==> src/rtl/ctt_pkg.sv <==
package ctt_pkg;

  // Default longest atom in bytes
  localparam int unsigned MaxAtomLenDef = 512;

  // Entries in the queue between classifier and lexer
  localparam int unsigned QueueDepth = 2;
  localparam int unsigned QueuePtrW  = (QueueDepth > 1) ? $clog2(QueueDepth) : 1;
  localparam int unsigned QueueCntW  = $clog2(QueueDepth + 1);

  // Characters of interest
  localparam logic [7:0] ChHash   = 8'h23;  // '#'
  localparam logic [7:0] ChNl     = 8'h0a;  // '\n'
  localparam logic [7:0] ChTab    = 8'h09;
  localparam logic [7:0] ChSpace  = 8'h20;
  localparam logic [7:0] ChUscore = 8'h5f;  // '_'
  localparam logic [7:0] ChDollar = 8'h24;  // '$'
  localparam logic [7:0] ChAt     = 8'h40;  // '@'
  localparam logic [7:0] ChDot    = 8'h2e;  // '.'
  localparam logic [7:0] ChDash   = 8'h2d;  // '-'
  localparam logic [7:0] ChSquote = 8'h27;
  localparam logic [7:0] ChDquote = 8'h22;

  typedef enum logic [2:0] {
    ModeInit  = 3'd0,
    ModeNum   = 3'd1,
    ModeAtom  = 3'd2,
    ModeSq    = 3'd3,
    ModeDq    = 3'd4,
    ModeComm  = 3'd5
  } mode_e;

  typedef enum logic [2:0] {
    EvNone  = 3'd0,
    EvAbyte = 3'd1,
    EvSbyte = 3'd2,
    EvAend  = 3'd3,
    EvSend  = 3'd4,
    EvInt   = 3'd5,
    EvErr   = 3'd6
  } event_e;

  typedef enum logic [1:0] {
    ErrNone    = 2'd0,
    ErrUnknown = 2'd1,
    ErrAtom    = 2'd2,
    ErrNumber  = 2'd3
  } err_e;

  // One classified word as it travels through the queue
  typedef struct packed {
    logic [7:0] ch;
    logic       digit;
    logic       atom_lead;
    logic       atom_body;
    logic       sep;      // space, tab or newline
    logic       nl;
    logic       hash;
    logic       squote;
    logic       dquote;
  } cls_t;

  // Queue status seen by both ends
  typedef struct packed {
    logic full;
    logic empty;
  } q_status_t;

  function automatic cls_t classify(input logic [7:0] c);
    cls_t r;
    logic alpha;
    alpha        = ((c >= 8'h61) && (c <= 8'h7a)) || ((c >= 8'h41) && (c <= 8'h5a));
    r.ch         = c;
    r.digit      = (c >= 8'h30) && (c <= 8'h39);
    r.atom_lead  = alpha || (c == ChUscore) || (c == ChDollar) || (c == ChAt);
    r.atom_body  = r.atom_lead || r.digit || (c == ChDot) || (c == ChDash);
    r.nl         = (c == ChNl);
    r.sep        = r.nl || (c == ChSpace) || (c == ChTab);
    r.hash       = (c == ChHash);
    r.squote     = (c == ChSquote);
    r.dquote     = (c == ChDquote);
    return r;
  endfunction

endpackage

==> src/rtl/ctt_fifo.sv <==
module ctt_fifo
  import ctt_pkg::*;
(
  input  logic      clk_i,
  input  logic      rst_ni,
  input  logic      push_i,
  input  cls_t      push_data_i,
  input  logic      pop_i,
  output cls_t      pop_data_o,
  output q_status_t status_o
);

  cls_t                 mem_q [QueueDepth];
  logic [QueuePtrW-1:0] wr_ptr_q, wr_ptr_d;
  logic [QueuePtrW-1:0] rd_ptr_q, rd_ptr_d;
  logic [QueueCntW-1:0] cnt_q, cnt_d;

  localparam logic [QueuePtrW-1:0] PtrLast = QueuePtrW'(QueueDepth - 1);
  localparam logic [QueueCntW-1:0] CntFull = QueueCntW'(QueueDepth);

  always_comb begin
    wr_ptr_d = wr_ptr_q;
    rd_ptr_d = rd_ptr_q;
    cnt_d    = cnt_q;
    if (push_i) begin
      wr_ptr_d = (wr_ptr_q == PtrLast) ? '0 : wr_ptr_q + 1'b1;
    end
    if (pop_i) begin
      rd_ptr_d = (rd_ptr_q == PtrLast) ? '0 : rd_ptr_q + 1'b1;
    end
    if (push_i && !pop_i) begin
      cnt_d = cnt_q + 1'b1;
    end else if (!push_i && pop_i) begin
      cnt_d = cnt_q - 1'b1;
    end
  end

  always_ff @(posedge clk_i or negedge rst_ni) begin
    if (!rst_ni) begin
      wr_ptr_q <= '0;
      rd_ptr_q <= '0;
      cnt_q    <= '0;
    end else begin
      wr_ptr_q <= wr_ptr_d;
      rd_ptr_q <= rd_ptr_d;
      cnt_q    <= cnt_d;
    end
  end

  always_ff @(posedge clk_i) begin
    if (push_i) begin
      mem_q[wr_ptr_q] <= push_data_i;
    end
  end

  assign pop_data_o     = mem_q[rd_ptr_q];
  assign status_o.full  = (cnt_q == CntFull);
  assign status_o.empty = (cnt_q == '0);

  a_no_overflow : assert property (@(posedge clk_i) disable iff (!rst_ni)
    (cnt_q == CntFull) && !pop_i |-> !push_i)
    else $error("queue written while full");

  a_no_underflow : assert property (@(posedge clk_i) disable iff (!rst_ni)
    pop_i |-> (cnt_q != '0))
    else $error("queue read while empty");

  a_cnt_range : assert property (@(posedge clk_i) disable iff (!rst_ni)
    cnt_q <= CntFull)
    else $error("queue count out of range");

endmodule

==> src/rtl/ctt_front.sv <==
module ctt_front
  import ctt_pkg::*;
(
  input  logic      in_valid_i,
  output logic      in_stall_o,
  input  logic [7:0] in_byte_i,
  input  q_status_t q_status_i,
  output logic      push_o,
  output cls_t      push_data_o
);

  // Stall only on a full queue, so the source never waits on the lexer directly
  assign in_stall_o  = q_status_i.full;
  assign push_o      = in_valid_i && !q_status_i.full;
  assign push_data_o = classify(in_byte_i);

endmodule

==> src/rtl/ctt_back.sv <==
module ctt_back
  import ctt_pkg::*;
#(
  parameter int unsigned MaxAtomLen = MaxAtomLenDef
) (
  input  logic        clk_i,
  input  logic        rst_ni,
  input  q_status_t   q_status_i,
  input  cls_t        item_i,
  output logic        pop_o,
  output logic        out_valid_o,
  input  logic        out_stall_i,
  output logic [2:0]  event_res_o,
  output logic [7:0]  data_byte_o,
  output logic [63:0] number_value_o,
  output logic [15:0] token_length_o,
  output logic [1:0]  error_code_o,
  output logic [31:0] line_number_o,
  output logic        halted_o
);

  localparam logic [15:0] AtomLim = 16'(MaxAtomLen);

  mode_e       mode_q, mode_d;
  logic [63:0] acc_q, acc_d;
  logic [15:0] len_q, len_d;
  logic [31:0] line_q, line_d;
  logic        stop_q, stop_d;
  err_e        err_q, err_d;

  logic        out_valid_q;
  event_e      ev;
  err_e        err_now;
  logic [7:0]  data;
  logic [63:0] num;
  logic [15:0] tlen;
  logic [15:0] len_inc;
  logic [63:0] acc_next;

  logic [2:0]  ev_q;
  logic [7:0]  data_q;
  logic [63:0] num_q;
  logic [15:0] tlen_q;
  logic [1:0]  errc_q;
  logic [31:0] line_out_q;
  logic        halt_q;

  // Take a word whenever the output register is free or being emptied
  assign pop_o = !q_status_i.empty && (!out_valid_q || !out_stall_i);

  assign len_inc  = (len_q == 16'hffff) ? len_q : len_q + 16'd1;
  assign acc_next = {acc_q[60:0], 3'b000} + {acc_q[62:0], 1'b0} + {60'd0, item_i.ch[3:0]};

  always_comb begin
    mode_d  = mode_q;
    acc_d   = acc_q;
    len_d   = len_q;
    line_d  = line_q;
    stop_d  = stop_q;
    err_d   = err_q;
    ev      = EvNone;
    err_now = ErrNone;
    data    = '0;
    num     = '0;
    tlen    = '0;
    if (pop_o && !stop_q) begin
      if (item_i.nl) begin
        line_d = line_q + 32'd1;
      end
      case (mode_q)
        ModeNum: begin
          if (item_i.digit) begin
            acc_d = acc_next;
          end else if (item_i.sep) begin
            ev     = EvInt;
            num    = acc_q;
            mode_d = ModeInit;
          end else begin
            err_now = ErrNumber;
          end
        end
        ModeSq, ModeDq: begin
          if ((mode_q == ModeSq && item_i.squote) || (mode_q == ModeDq && item_i.dquote)) begin
            ev     = EvSend;
            tlen   = len_q;
            mode_d = ModeInit;
          end else begin
            ev    = EvSbyte;
            data  = item_i.ch;
            len_d = len_inc;
          end
        end
        ModeAtom: begin
          if (item_i.sep) begin
            ev     = EvAend;
            tlen   = len_q;
            mode_d = ModeInit;
          end else if (item_i.atom_body && (len_q < AtomLim)) begin
            ev    = EvAbyte;
            data  = item_i.ch;
            len_d = len_inc;
          end else begin
            err_now = ErrAtom;
          end
        end
        ModeComm: begin
          if (item_i.nl) begin
            mode_d = ModeInit;
          end
        end
        default: begin
          if (item_i.hash) begin
            mode_d = ModeComm;
          end else if (item_i.atom_lead) begin
            mode_d = ModeAtom;
            len_d  = 16'd1;
            ev     = EvAbyte;
            data   = item_i.ch;
          end else if (item_i.squote) begin
            mode_d = ModeSq;
            len_d  = '0;
          end else if (item_i.dquote) begin
            mode_d = ModeDq;
            len_d  = '0;
          end else if (item_i.digit) begin
            mode_d = ModeNum;
            acc_d  = {60'd0, item_i.ch[3:0]};
          end else if (!item_i.sep) begin
            err_now = ErrUnknown;
          end
        end
      endcase
      if (err_now != ErrNone) begin
        // Freeze mode and token state; only the error is recorded
        mode_d = mode_q;
        acc_d  = acc_q;
        len_d  = len_q;
        err_d  = err_now;
        stop_d = 1'b1;
        ev     = EvErr;
        data   = '0;
        num    = '0;
        tlen   = '0;
      end
    end
  end

  always_ff @(posedge clk_i or negedge rst_ni) begin
    if (!rst_ni) begin
      mode_q      <= ModeInit;
      acc_q       <= '0;
      len_q       <= '0;
      line_q      <= 32'd1;
      stop_q      <= 1'b0;
      err_q       <= ErrNone;
      out_valid_q <= 1'b0;
    end else begin
      mode_q      <= mode_d;
      acc_q       <= acc_d;
      len_q       <= len_d;
      line_q      <= line_d;
      stop_q      <= stop_d;
      err_q       <= err_d;
      out_valid_q <= pop_o || (out_valid_q && out_stall_i);
    end
  end

  always_ff @(posedge clk_i) begin
    if (pop_o) begin
      ev_q       <= ev;
      data_q     <= data;
      num_q      <= num;
      tlen_q     <= tlen;
      errc_q     <= err_d;
      line_out_q <= line_d;
      halt_q     <= stop_d;
    end
  end

  assign out_valid_o    = out_valid_q;
  assign event_res_o    = ev_q;
  assign data_byte_o    = data_q;
  assign number_value_o = num_q;
  assign token_length_o = tlen_q;
  assign error_code_o   = errc_q;
  assign line_number_o  = line_out_q;
  assign halted_o       = halt_q;

  a_stop_sticky : assert property (@(posedge clk_i) disable iff (!rst_ni)
    stop_q |=> stop_q && $stable(err_q) && $stable(mode_q) && $stable(line_q))
    else $error("halt not sticky");

  a_stop_has_err : assert property (@(posedge clk_i) disable iff (!rst_ni)
    stop_q == (err_q != ErrNone))
    else $error("halt flag and error disagree");

  a_halt_out : assert property (@(posedge clk_i) disable iff (!rst_ni)
    out_valid_q && halt_q |-> (errc_q != ErrNone) &&
      (ev_q == EvErr || ev_q == EvNone))
    else $error("halted word carries wrong event");

  a_atom_len : assert property (@(posedge clk_i) disable iff (!rst_ni)
    mode_q == ModeAtom |-> (len_q <= AtomLim) && (len_q != '0))
    else $error("atom length out of range");

endmodule

==> src/rtl/config_text_tokenizer_unit.sv <==
// Streaming tokenizer for a small configuration language. One text byte
// goes in per input word and exactly one result word comes out for it, in
// order. Atoms and strings are not buffered: each content byte comes out as
// an atom byte or string byte event, and an end event carries the length
// (saturating at 65535). Decimal integers accumulate modulo 2^64 and are
// reported when a space, tab or newline ends them; a token still open when
// the text stops is never reported. Lines count from one and every result
// before a halt shows the count after its own newline. The first error
// (unknown character, bad atom, bad number) is sticky: from then on each
// byte gives an empty result with halted set, until reset. Rate: one byte
// per clock sustained while the result sink does not stall; each result
// word passes through the classifier queue and is then registered at the
// output. The rate is set by the lexer's state update, whose longest path
// is the 64-bit multiply-by-ten-and-add of the integer accumulator.
module config_text_tokenizer_unit
  import ctt_pkg::*;
#(
  parameter int unsigned MaxAtomLen = MaxAtomLenDef
) (
  input  logic        clk_i,
  input  logic        rst_ni,
  // byte input channel
  input  logic        in_valid_i,
  output logic        in_stall_o,
  input  logic [7:0]  in_byte_i,
  // result channel
  output logic        out_valid_o,
  input  logic        out_stall_i,
  output logic [2:0]  event_res_o,
  output logic [7:0]  data_byte_o,
  output logic [63:0] number_value_o,
  output logic [15:0] token_length_o,
  output logic [1:0]  error_code_o,
  output logic [31:0] line_number_o,
  output logic        halted_o
);

  q_status_t q_status;
  logic      push;
  cls_t      push_data;
  logic      pop;
  cls_t      pop_data;

  // Front: handshake and character classification
  ctt_front u_front (
    .in_valid_i  (in_valid_i),
    .in_stall_o  (in_stall_o),
    .in_byte_i   (in_byte_i),
    .q_status_i  (q_status),
    .push_o      (push),
    .push_data_o (push_data)
  );

  // Short queue decouples the source from a stalled result sink
  ctt_fifo u_fifo (
    .clk_i       (clk_i),
    .rst_ni      (rst_ni),
    .push_i      (push),
    .push_data_i (push_data),
    .pop_i       (pop),
    .pop_data_o  (pop_data),
    .status_o    (q_status)
  );

  // Back: lexer state machine, counters and result register
  ctt_back #(
    .MaxAtomLen (MaxAtomLen)
  ) u_back (
    .clk_i          (clk_i),
    .rst_ni         (rst_ni),
    .q_status_i     (q_status),
    .item_i         (pop_data),
    .pop_o          (pop),
    .out_valid_o    (out_valid_o),
    .out_stall_i    (out_stall_i),
    .event_res_o    (event_res_o),
    .data_byte_o    (data_byte_o),
    .number_value_o (number_value_o),
    .token_length_o (token_length_o),
    .error_code_o   (error_code_o),
    .line_number_o  (line_number_o),
    .halted_o       (halted_o)
  );

endmodule
==> config.mk <==
export PLATFORM = sky130hd
export DESIGN_NAME = config_text_tokenizer_unit
export DESIGN_NICKNAME = d
export VERILOG_FILES = /design/src/rtl/ctt_pkg.sv /design/src/rtl/ctt_fifo.sv /design/src/rtl/ctt_front.sv /design/src/rtl/ctt_back.sv /design/src/rtl/config_text_tokenizer_unit.sv
export SDC_FILE = /design/constraint.sdc
export NUM_CORES = 1
export LEC_CHECK = 0
export BUFFER_PORTS_ARGS = -buffer_cell sky130_fd_sc_hd__buf_2
export CAP_MARGIN = 20
export CORE_UTILIZATION = 40
export DETAILED_ROUTE_END_ITERATION = 10
export PLACE_DENSITY = 0.57
export SETUP_SLACK_MARGIN = 0.5
export SYNTH_ARGS = -nofsm -noshare
export SYNTH_HDL_FRONTEND = slang
export SYNTH_SLANG_ARGS = --single-unit
export TNS_END_PERCENT = 100
==> constraint.sdc <==
create_clock -name clk_i -period 12.6 [get_ports clk_i]
set_input_delay 2.52 -clock clk_i [delete_from_list [all_inputs] [get_ports clk_i]]
set_output_delay 2.52 -clock clk_i [all_outputs]
set_load 0.01 [all_outputs]
==> flow_metrics.tcl <==
set metrics [dict create \
    outcome "completed" \
    setup_viol 0 \
    fillers 3538 \
    htreeDepth 1 \
    num_vias 11055 \
    postCtsHoldBufs 0 \
    crit_required_ps 13080 \
    hold_violations 0 \
    slew_headroom_pct 35.6 \
    rows 71 \
    crit_family "compound AO/OA/AOI/OAI gates" \
    grt_max_degree 87 \
    crit_top_cell "o211ai_1" \
    first_iter_violations 682 \
    antenna_found_initial 0 \
    synthFlopType "edfxtp_1" \
    period_minus_slack_ps 4550 \
    layout_commonest_cell "nand2_1" \
    avgSynthCellArea_um2 10.8 \
    tightest_slew_ps 966 \
    start_util_pct 41.0 \
    cts_made_buffers 30 \
    critPathLaunchType "flop" \
    cts_sinks 281 \
    hold_ws_ps 470 \
    wl_per_cell_um 16.5 \
    rsz0062_at_grt "false" \
    drive_above_1_share_pct 14.8 \
    antenna_cells 0 \
    path_cells "buf_4 -> mux2i_1 -> fa_1 -> fa_1 -> nor2b_1 -> o211ai_1 -> a311oi_1 -> o211ai_1 -> a211oi_1 -> o211ai_1 -> nand3_1 -> o221ai_1 -> xnor2_1 -> a22o_1" \
    p_leak_nw 7.92 \
    cts_buffer_depth 3 \
    design.core.area_um2 37900 \
    cpMaxStageDelayCell "a211oi_1" \
    syn_nets 1575 \
    critical_path_class "flop to flop" \
    drc 0 \
    finalSetupTns_ps 0 \
    power_density_nw_per_um2 167 \
    dr.pass1.iters 5 \
    cp.arrival_ps 5030 \
    synth_top_area_share_pct 30.5 \
    skew_ps 32.1 \
    synthesis.area_um2 15600 \
    die_w_um 199 \
    final_cell_mix "nand2_1, edfxtp_1, buf_2" \
    multi_input_area_um2 7330 \
    holdCritPathClass "flop to flop" \
    netlist.top_cell.by_area "edfxtp_1" \
    peakVddDrop_uv 101 \
    final_net_count 1698 \
    grt_pass1_vias 11057 \
    max_stage_delay_ps 580 \
    synth.area.top_cells "edfxtp_1, dfrtp_1, ha_1" \
    cts_setup_buffers 0 \
    cts_tree "built" \
    finalMaxSlewViolations 0 \
    dp_hpwl_mm 25.0 \
    via_per_inst 5.28 \
    overflow 0 \
    worstSetupStartpoint "u_fifo.rd_ptr_q" \
    grt_usage_pct 17.9 \
    cts_resized 0 \
    area_delta_synth_final_pct 13.8 \
    crit_fanout 24 \
    crit_path_end_kind "flop" \
    reg2reg_from "u_fifo.rd_ptr_q" \
    io_buffers 139 \
    clk_latency_ps 600 \
    power.total_mw 2.95 \
    chipHeight_um 199 \
    synth_cell_types 82 \
    synth-async-reset-ratio_pct 43.8 \
    seq_area_frac_synth_pct 50.3 \
    synth-seq-cells 281 \
    synth_edf_count 158 \
    die-area_um2 39700 \
    synthCells 1435 \
    holdCritStartpoint "u_back.line_q[31]" \
    clk_pin_slew_ps 60 \
    fmax_mhz 220 \
    grt_pass1_wl_mm 57.2 \
    routabilityCongestion 0.870 \
    max_cap_viol_count 0 \
    finalWirelength_mm 34.6 \
    cts-root-buf "clkbuf_16" \
    worst-path-buf-inv 1 \
    finalCritPeriodShare_pct 36.1 \
    drtAntennaViolNets 0 \
    yosys_warnings 0 \
    io_pins 140 \
    seqCellArea_um2 7820 \
]
==> final timing paths <==
check | cells past startpoint | slack [ps] | end
setup / recovery | 14 | 8050 | u_back.acc_q[62]
hold / removal | 1 | 470 | u_back.line_q[31]
max in group asynchronous | 2 | 9130 | u_back.acc_q[10]
hold reg to reg | 1 | 470 | u_back.line_q[31]
setup reg to reg | 14 | 8050 | u_back.acc_q[62]
min in group asynchronous | 1 | 1980 | u_back.len_q[3]
==> through the flow <==
step                utilization [%]  cells  cell area, µm²  worst slack (ps)
floorplan                         -   1435           15600              6970
finish                         46.7   2093           17700              8050
CTS                            46.7   2093           17700              7990
detailed placement             43.9   2037           16700              7460
global route                   46.7   2093           17700              7740
global placement               43.8   2036           16600              7520
==> routing by layer <==
metal | wire length [µm] | global-route usage [%] | share of wire [%] | up-vias
met5 | 0 | 0 | 0 | -
met4 | 581 | 4.27 | 1.7 | 0
met3 | 1320 | 2.45 | 3.8 | 46
met2 | 15900 | 29.3 | 46 | 179
met1 | 16800 | 24.9 | 48 | 5331
li1 | - | - | - | 5499
==> cell usage after synthesis, types with 5 or more instances <==
| cell | count |
|---|---|
| o21ai_0 | 118 |
| a31oi_1 | 10 |
| o31ai_1 | 15 |
| clkbuf_1 | 28 |
| o211ai_1 | 10 |
| a21o_1 | 42 |
| nand2_1 | 159 |
| ha_1 | 126 |
| nor2_1 | 88 |
| xnor2_1 | 55 |
| and3_1 | 24 |
| a221oi_1 | 5 |
| mux2_2 | 8 |
| buf_2 | 9 |
| clkbuf_8 | 7 |
| nor3_1 | 27 |
| o21bai_1 | 13 |
| nand3_1 | 22 |
| nor2b_1 | 10 |
| buf_1 | 6 |
| a22o_1 | 5 |
| inv_1 | 25 |
| mux2i_1 | 14 |
| a21oi_1 | 69 |
| edfxtp_1 | 158 |
| xor2_1 | 42 |
| dfrtp_1 | 122 |
| a211oi_1 | 7 |
| and2_1 | 83 |
| nand4_1 | 30 |
| nand2b_1 | 8 |
==> registers in the layout (all words and copies together) (netlist names), 3 cells and up <==
| register | cells |
|---|---|
| u_back.acc_q | 64 |
| u_back.number_value_o | 64 |
| u_back.line_number_o | 32 |
| u_back.line_q | 32 |
| u_fifo.mem_q | 32 |
| u_back.len_q | 16 |
| u_back.token_length_o | 16 |
| u_back.data_byte_o | 8 |
| u_back.event_res_o | 3 |
| u_back.mode_q | 3 |
==> where the power goes <==
part,internal (mW),switching [mW],total (mW)
Sequential,1.23,0.0901,1.32
Combinational,0.247,0.464,0.711
Clock,0.538,0.380,0.918
==> area by class of cell <==
cell class	count	share of cell area, %
Inverter	25	0.544
Sequential cell	281	44.2
Tap cell	511	3.61
Clock buffer	37	4.50
Timing Repair Buffer	146	4.35
Clock inverter	19	1.43
Multi-Input combinational cell	1074	41.4
==> kinds of logic (layout without fill, tap and decap cells) <==
logic type,Yosys count,in the layout,synth area share (%)
fa+ha+maj,128,128,10.4
mux,22,22,1.48
xor+xnor,97,97,5.46
compound gates,342,342,14.1
buf+inv,80,227,2.64
flops,281,281,50.3
simple gates,485,485,15.6
Power figures use the tool's default switching activity.
